`config.mk`:
```
export PLATFORM = sky130hd
export DESIGN_NAME = first_negative_in_window
export DESIGN_NICKNAME = d
export VERILOG_FILES = /design/src/rtl/fnw_pkg.sv /design/src/rtl/first_negative_in_window.sv
export VERILOG_INCLUDE_DIRS = /design/src /design/src/rtl
export SDC_FILE = /design/constraint.sdc
export NUM_CORES = 2
export LEC_CHECK = 0
export ABC_CLOCK_PERIOD_IN_PS = 12050
export BUFFER_PORTS_ARGS = -buffer_cell sky130_fd_sc_hd__buf_2
export CAP_MARGIN = 20
export CORE_ASPECT_RATIO = 2
export CORE_MARGIN = 4
export CORE_UTILIZATION = 35
export CTS_BUF_LIST = sky130_fd_sc_hd__clkbuf_8
export DETAILED_ROUTE_END_ITERATION = 8
export PLACE_DENSITY = 0.52
export SYNTH_ARGS = -nofsm -noshare
export SYNTH_HDL_FRONTEND = slang
export SYNTH_SLANG_ARGS = --single-unit
```
`constraint.sdc`:
```
create_clock -name clk -period 12.05 [get_ports clk]
set_input_delay 1.205 -clock clk [delete_from_list [all_inputs] [get_ports clk]]
set_output_delay 1.205 -clock clk [all_outputs]
set_load 0.01 [all_outputs]
```
`src/rtl/first_negative_in_window_defines.svh`:
```
// Assertion macros shared by the first_negative_in_window RTL.
`ifndef FIRST_NEGATIVE_IN_WINDOW_DEFINES_SVH
`define FIRST_NEGATIVE_IN_WINDOW_DEFINES_SVH

// Same-cycle implication, checked on every rising edge outside reset.
`define FNW_ASSERT_NOW(lbl, ante, cons, msg) \
	lbl: assert property (@(posedge clk) disable iff (!arst_n) (ante) |-> (cons)) \
		else $error(msg);

// Next-cycle implication, checked on every rising edge outside reset.
`define FNW_ASSERT_NEXT(lbl, ante, cons, msg) \
	lbl: assert property (@(posedge clk) disable iff (!arst_n) (ante) |=> (cons)) \
		else $error(msg);

`endif

```
`src/rtl/fnw_pkg.sv`:
```
// Package with the shared constants of the first-negative sliding window block.
package fnw_pkg;

	// Default depth of the negative-sample queue and largest window.
	localparam int WindowMaxDef = 64;

	// Default sample width in bits.
	localparam int SampleBitsDef = 32;

	// Width of the window size register.
	localparam int CfgBits = 7;

	// Window size after reset.
	localparam logic [CfgBits-1:0] CfgReset = CfgBits'(1);

endpackage

```
`src/rtl/first_negative_in_window.sv`:
```
// Top level of the first-negative sliding window block.

// The block takes one signed sample beat per cycle while in_ready is high and,
// once the current array has delivered window_size samples, returns for every
// sample the oldest negative sample among the last window_size samples, or zero
// if there is none. A sample beat with last_sample set still produces its result
// and then starts a new array. Each sample passes the input and result registers,
// and a new sample is accepted every cycle while the output side keeps up; the
// throughput is set by the queue update, which keeps the head entry and the entry
// behind it in flops and reads the queue memory one entry ahead. The queue memory
// needs no clearing pass after reset: only queued entries are read. window_size
// is to be written through the cfg port only while the block is idle, which the
// block does not enforce; zero acts as one, values above WINDOW_MAX as WINDOW_MAX.
module first_negative_in_window #(
	parameter int WINDOW_MAX  = fnw_pkg::WindowMaxDef,
	parameter int SAMPLE_BITS = fnw_pkg::SampleBitsDef
) (
	input  logic                         clk,
	input  logic                         arst_n,
	// Configuration write channel.
	input  logic                         cfg_valid,
	output logic                         cfg_ready,
	input  logic [fnw_pkg::CfgBits-1:0]  cfg_window_size,
	// Sample input channel.
	input  logic                         in_valid,
	output logic                         in_ready,
	input  logic signed [SAMPLE_BITS-1:0] sample,
	input  logic                         last_sample,
	// Result output channel.
	output logic                         out_valid,
	input  logic                         out_ready,
	output logic signed [SAMPLE_BITS-1:0] first_negative
);

	import fnw_pkg::*;

	// Derived widths.
	localparam int IW  = (WINDOW_MAX > 1) ? $clog2(WINDOW_MAX) : 1;   // queue index
	localparam int KW  = $clog2(WINDOW_MAX + 1);                       // counts 0..W
	localparam int PW  = $clog2(2 * WINDOW_MAX);                       // positions
	localparam int CW0 = (PW > KW) ? PW : KW;
	localparam int CW  = (CW0 > CfgBits) ? CW0 : CfgBits;              // compare width
	localparam int EW  = PW + SAMPLE_BITS;                             // queue entry

	localparam logic [IW:0]   W_IDX = (IW + 1)'(WINDOW_MAX);
	localparam logic [PW:0]   P_MOD = (PW + 1)'(2 * WINDOW_MAX);
	localparam logic [KW-1:0] W_CNT = KW'(WINDOW_MAX);
	localparam logic [CW-1:0] W_CMP = CW'(WINDOW_MAX);

	// Configuration register.
	logic [CfgBits-1:0] window_q;

	// Input register stage.
	logic                   valid_s1;
	logic [SAMPLE_BITS-1:0] sample_s1;
	logic                   last_s1;

	// Queue control state.
	logic [IW-1:0] head_q;
	logic [KW-1:0] count_q;
	logic [PW-1:0] pos_q;
	logic [KW-1:0] warm_q;

	// Cached head entry, entry behind it, and the entry two behind from memory.
	logic [SAMPLE_BITS-1:0] hv_q;
	logic [PW-1:0]          hp_q;
	logic [SAMPLE_BITS-1:0] nv_q;
	logic [PW-1:0]          np_q;
	logic [EW-1:0]          rd_q;

	// Queue memory: {position, value}.
	logic [EW-1:0] mem [WINDOW_MAX];

	// Result register.
	logic                   out_valid_q;
	logic [SAMPLE_BITS-1:0] result_q;

	// Step logic.
	logic                   advance;
	logic [CW-1:0]          k_eff;
	logic [PW:0]            age_wide;
	logic [PW-1:0]          age;
	logic                   neg;
	logic                   pop_age;
	logic                   pop_full;
	logic [KW-1:0]          cnt1;
	logic [KW-1:0]          cnt2;
	logic [KW-1:0]          cnt_new;
	logic [IW:0]            head_inc;
	logic [IW-1:0]          head_p1;
	logic [IW-1:0]          head2;
	logic [IW:0]            slot_sum;
	logic [IW-1:0]          slot;
	logic [SAMPLE_BITS-1:0] h1v, h2v, h3v, n1v, n2v, n3v;
	logic [PW-1:0]          h1p, h2p, h3p, n1p, n2p, n3p;
	logic [KW-1:0]          warm_new;
	logic                   emit;
	logic [PW:0]            pos_inc;
	logic [PW-1:0]          pos_new;
	logic [IW-1:0]          head_new;
	logic [IW:0]            ra_sum;
	logic [IW-1:0]          ra;
	logic                   we;
	logic [EW-1:0]          wdata;

	assign cfg_ready      = 1'b1;
	assign advance        = valid_s1 && (!out_valid_q || out_ready);
	assign in_ready       = !valid_s1 || advance;
	assign out_valid      = out_valid_q;
	assign first_negative = result_q;

	// Window size register.
	always_ff @(posedge clk or negedge arst_n) begin
		if (!arst_n) begin
			window_q <= CfgReset;
		end else if (cfg_valid && cfg_ready) begin
			window_q <= cfg_window_size;
		end
	end

	// Input register stage.
	always_ff @(posedge clk or negedge arst_n) begin
		if (!arst_n) begin
			valid_s1 <= 1'b0;
		end else if (in_ready) begin
			valid_s1 <= in_valid;
		end
	end

	always_ff @(posedge clk) begin
		if (in_valid && in_ready) begin
			sample_s1 <= sample;
			last_s1   <= last_sample;
		end
	end

	// Effective window: zero acts as one, large values clamp to the queue depth.
	always_comb begin
		if (window_q == '0) begin
			k_eff = CW'(1);
		end else if (CW'(window_q) > W_CMP) begin
			k_eff = W_CMP;
		end else begin
			k_eff = CW'(window_q);
		end
	end

	// Age of the head entry, modulo twice the queue depth.
	always_comb begin
		if (pos_q >= hp_q) begin
			age_wide = (PW + 1)'(pos_q) - (PW + 1)'(hp_q);
		end else begin
			age_wide = (PW + 1)'(pos_q) + P_MOD - (PW + 1)'(hp_q);
		end
		age = age_wide[PW-1:0];
	end

	// Retire, queue and head update for the sample in the input register.
	always_comb begin
		neg     = sample_s1[SAMPLE_BITS-1];
		pop_age = (count_q != '0) && (CW'(age) >= k_eff);

		head_inc = (IW + 1)'(head_q) + (IW + 1)'(1);
		if (head_inc >= W_IDX) begin
			head_inc = head_inc - W_IDX;
		end
		head_p1 = head_inc[IW-1:0];

		// Retire an entry that has left the window.
		cnt1 = count_q - KW'(pop_age);
		h1v  = pop_age ? nv_q : hv_q;
		h1p  = pop_age ? np_q : hp_q;
		n1v  = pop_age ? rd_q[SAMPLE_BITS-1:0] : nv_q;
		n1p  = pop_age ? rd_q[EW-1:SAMPLE_BITS] : np_q;

		// Drop the oldest entry when a push finds the queue full.
		pop_full = neg && (cnt1 >= W_CNT);
		cnt2     = cnt1 - KW'(pop_full);
		h2v      = pop_full ? n1v : h1v;
		h2p      = pop_full ? n1p : h1p;
		n2v      = pop_full ? rd_q[SAMPLE_BITS-1:0] : n1v;
		n2p      = pop_full ? rd_q[EW-1:SAMPLE_BITS] : n1p;
		head2    = (pop_age || pop_full) ? head_p1 : head_q;

		// Push a negative sample behind the last queued entry.
		slot_sum = (IW + 1)'(head2) + (IW + 1)'(cnt2);
		if (slot_sum >= W_IDX) begin
			slot_sum = slot_sum - W_IDX;
		end
		slot    = slot_sum[IW-1:0];
		cnt_new = cnt2 + KW'(neg);
		h3v     = (neg && cnt2 == '0) ? sample_s1 : h2v;
		h3p     = (neg && cnt2 == '0) ? pos_q : h2p;
		n3v     = (neg && cnt2 == KW'(1)) ? sample_s1 : n2v;
		n3p     = (neg && cnt2 == KW'(1)) ? pos_q : n2p;

		we    = advance && neg;
		wdata = {pos_q, sample_s1};

		// Warmup count and result decision.
		warm_new = (warm_q < W_CNT) ? warm_q + KW'(1) : warm_q;
		emit     = advance && (CW'(warm_new) >= k_eff);

		pos_inc = (PW + 1)'(pos_q) + (PW + 1)'(1);
		if (pos_inc >= P_MOD) begin
			pos_inc = '0;
		end
		pos_new = pos_inc[PW-1:0];

		// Head after this beat; a last sample restarts the queue at zero.
		if (!advance) begin
			head_new = head_q;
		end else if (last_s1) begin
			head_new = '0;
		end else begin
			head_new = head2;
		end

		// Memory read address runs two entries ahead of the head.
		ra_sum = (IW + 1)'(head_new) + (IW + 1)'(2);
		if (ra_sum >= W_IDX) begin
			ra_sum = ra_sum - W_IDX;
		end
		if (ra_sum >= W_IDX) begin
			ra_sum = ra_sum - W_IDX;
		end
		ra = ra_sum[IW-1:0];
	end

	// Queue control registers.
	always_ff @(posedge clk or negedge arst_n) begin
		if (!arst_n) begin
			head_q  <= '0;
			count_q <= '0;
			pos_q   <= '0;
			warm_q  <= '0;
		end else if (advance) begin
			head_q <= head_new;
			if (last_s1) begin
				count_q <= '0;
				pos_q   <= '0;
				warm_q  <= '0;
			end else begin
				count_q <= cnt_new;
				pos_q   <= pos_new;
				warm_q  <= warm_new;
			end
		end
	end

	// Head and next-entry caches.
	always_ff @(posedge clk) begin
		if (advance) begin
			hv_q <= h3v;
			hp_q <= h3p;
			nv_q <= n3v;
			np_q <= n3p;
		end
	end

	// Queue memory write, and registered read with bypass of this cycle's write.
	always_ff @(posedge clk) begin
		if (we) begin
			mem[slot] <= wdata;
		end
		if (we && slot == ra) begin
			rd_q <= wdata;
		end else begin
			rd_q <= mem[ra];
		end
	end

	// Result register.
	always_ff @(posedge clk or negedge arst_n) begin
		if (!arst_n) begin
			out_valid_q <= 1'b0;
		end else if (emit) begin
			out_valid_q <= 1'b1;
		end else if (out_ready) begin
			out_valid_q <= 1'b0;
		end
	end

	always_ff @(posedge clk) begin
		if (emit) begin
			result_q <= (cnt_new != '0) ? h3v : '0;
		end
	end

	// Checks on the queue bookkeeping and the result range.
	`include "first_negative_in_window_defines.svh"

	`FNW_ASSERT_NOW(a_count_bound, 1'b1, count_q <= W_CNT, "queue count exceeds depth")
	`FNW_ASSERT_NOW(a_head_bound, 1'b1, (IW + 1)'(head_q) < W_IDX, "queue head out of range")
	`FNW_ASSERT_NEXT(a_last_clears, advance && last_s1,
		count_q == '0 && warm_q == '0 && pos_q == '0, "last sample did not clear state")
	`FNW_ASSERT_NOW(a_result_nonpos, out_valid,
		first_negative[SAMPLE_BITS-1] || first_negative == '0, "positive result")

endmodule

```
==> results.py <==
metrics = {
    "setup_path": {
        "r2r_slack_ns": 2.20,
        "crit_type": "flip-flop to flip-flop",
        "arrival_ns": 10.45,
        "worst_ep_required_time_ns": 12.64,
        "cp_slowest_stage_delay_ns": 0.68,
        "rr_worst_depth": 32,
        "critPathLaunch": "pos_q[2]",
        "worst-path-max-fanout": 37,
        "crit_path_start_kind": "flip-flop",
        "critPathCaptureType": "flip-flop",
        "critPathCapture": "mem[26][30]",
        "crit_top_cell": "ha_1",
        "critPathSlowestCell": "mux2i_1",
        "reg2reg_to": "mem[26][30]",
        "reg2reg_from": "pos_q[2]",
    },
    "yosys": {
        "ys_top_cells_by_area": "edfxtp_1 (76%), mux4_2 (10%), mux2i_1 (2.8%)",
        "yosys-top-cells-count": "edfxtp_1 (2639), mux4_2 (487), mux2i_1 (290), nand2_1 (169), clkbuf_1 (151)",
        "post_synth.cell_area_avg_um2": 20.1,
        "synthArstFlopShare": 0.0134,
        "synth_cell_type_count": 69,
        "synthFlopType": "edfxtp_1",
        "ys_ff_latch": 2681,
        "syn_area_mm2": 0.104,
        "netlist_instances": 5197,
        "yosys_warnings": 0,
        "synth_area_leader_cell": "edfxtp_1",
        "ys_seq_area_frac": 0.768,
        "yosysMostFrequentCell": "edfxtp_1",
        "synth_fp_nets": 5282,
        "synth_edf_count": 2639,
        "synth_top_area_share": 0.759,
    },
    "cells_and_area": {
        "nNetsFinal": 5661,
        "drive_gt1_frac": 0.244,
        "areaGrowthSynthToFinish_pct": 12.6,
        "finish.instance_area_mm2": 0.118,
        "final_cells": 9717,
        "fin_util": 0.396,
    },
    "global_route": {
        "grt_pass1_vias": 55700,
        "grt_overflow": 0,
        "track_usage": 0.209,
        "antenna_found_initial": 26,
        "grt_max_degree": 123,
        "grt_pass1_wl_mm": 452,
    },
    "timing": {
        "fin_crit_ns": 9.85,
        "hold_viol": 0,
        "fmax_ghz": 0.101,
        "slew_viol_final": 0,
        "final.setup_skew_ns": 0.0894,
        "hold_ws_ns": 0.102,
        "rsz0062_at_grt": "false",
        "tightest_slew_ns": 1.40,
        "final-setup-viol-count": 0,
        "setup_tns_ns": 0,
        "finalCritPeriodShare": 0.818,
        "slew-limit-headroom": 0.0651,
    },
    "clocking": {
        "postCtsSetupBuffers": 0,
        "cts_buffers": 369,
        "htree_levels": 5,
        "cts_root_buf": "clkbuf_8",
        "cts_tree": "yes",
        "clock_path_buffers": 4,
        "post_cts_resized": 0,
        "clkSinkCount": 2681,
        "hold_buffers": 0,
        "clock_latency_ns": 1.04,
        "clk_pin_slew_ns": 0.08,
    },
    "die": {
        "dieArea_mm2": 0.308,
        "die_w_um": 394,
        "core_area_mm2": 0.297,
        "pin_count": 80,
        "start_util": 0.352,
        "rows": 283,
        "fp.dieH_um": 781,
    },
    "routing": {
        "ant_nets": 0,
        "drt_pass1_iterations": 6,
        "wl_mm": 326,
        "drc": 0,
        "drt-initial-drc-count": 5129,
        "viasPerCell": 5.55,
        "wire_per_inst_um": 33.6,
        "num_vias": 54000,
    },
    "power_and_ir_drop": {
        "leakage_uw": 0.0381,
        "ir_worst_vdd_uv": 355,
        "power_density_mw_per_mm2": 238,
    },
    "placed_design": {
        "dp_hpwl_mm": 202,
        "place_inst": 9045,
        "gp_congestion": 0.943,
        "port-buffer-count": 78,
        "dpl-instance-area_mm2": 0.111,
    },
    "outcome": {
        "status": "finished, final reports clean",
    },
    "worst_hold_path": {
        "hold_class": "primary input to asynchronous set/reset pin",
    },
    "flow_run": {
        "drv_cap": 0,
    },
}
cell type report:
class                      instances  area (µm²)
fill                           26400      179000
tap                             3847        4810
clock buffer                     380        5230
antenna                           13        32.5
sequential                      2681       80300
multi-input combinational       2188       23300
timing repair buffer             304        2350
inverter                          32         123
clock inverter                   272        1490
cells by family (layout without fill, tap and decap cells):
logic type               count (synthesis)  in the layout  share of synthesized area
AO/OA/AOI/OAI                          723            723                     0.0467
XOR/XNOR                                39             39                    0.00327
adder cells (fa/ha/maj)                 40             40                    0.00493
buffers and inverters                  328            988                     0.0132
flip-flops                            2681           2681                      0.768
multiplexers                           831            831                      0.139
other                                    1             14                  0.0000359
AND/OR/NAND/NOR                        554            554                     0.0249
metal layers:
layer  vias to the layer above  routed length (µm)  track usage
met5                         -                 102            0
met1                     28900              115000        0.237
met4                        14               23900        0.129
li1                      22400                   -            -
met2                      1987              169000        0.368
met3                       627               18300       0.0321
cell usage in the layout, fill, tap and decap left out, types with 38 or more instances in the layout:
cell type,Yosys,final
buf_2,81,81
a21oi_1,147,147
mux2_2,54,54
buf_4,7,201
o22ai_1,129,129
clkinv_1,2,105
inv_1,28,118
a211oi_1,55,53
clkinv_2,0,46
nand3_1,50,48
ha_1,38,38
mux2i_1,290,290
a22oi_1,101,101
a22o_1,58,58
nand2_1,169,166
nor2_1,121,115
edfxtp_1,2639,2639
nor3_2,0,64
clkbuf_8,0,380
mux4_2,487,487
o21ai_0,70,69
power breakdown:
group	switching [µW]	internal [µW]	leakage, µW	total [µW]
Sequential	348	11800	0.0247	12100
Clock	3480	3190	0.00377	6670
Combinational	6140	3040	0.00961	9180
Total	9970	18000	0.0381	28000
worst max-delay path, delay by kind of cell (launching register included):
family	cells	cell delay (ns)
adders and majority gates	7	2.28
AOI/OAI and AO/OA	10	2.07
and+or+nand+nor	5	1.30
xor gates and xnor gates	5	1.19
muxes	2	1.05
buffers and inverters	3	1.04
DFF	1	0.41
state kept, by name, indices dropped and copies added (netlist names), 32 cells and up, named ones only:
signal	cells
hv_q	32
mem	2496
nv_q	32
sample_s1	32
first_negative	32
per-stage QoR:
stage                     worst slack (ns)  power [µW]
after floorplan                       1.57       17800
after global placement                2.40       21400
after detailed placement              2.33       21500
after CTS                             2.19       28200
after global routing                  1.52       29100
final                                 2.20       28000
how the worst min path moves through the flow:
stage	startpoint	endpoint	slack (ns)	cells after the start
final	arst_n	count_q[1]	0.10	1
after detailed placement	window_q[3]	window_q[3]	0.53	1
after global placement	warm_q[1]	warm_q[1]	0.51	2
after global routing	arst_n	head_q[2]	0.08	1
after CTS	sample[2]	sample_s1[2]	0.26	1
after floorplan	warm_q[1]	warm_q[1]	0.49	2
No activity file was read; power rests on OpenSTA's default activity.
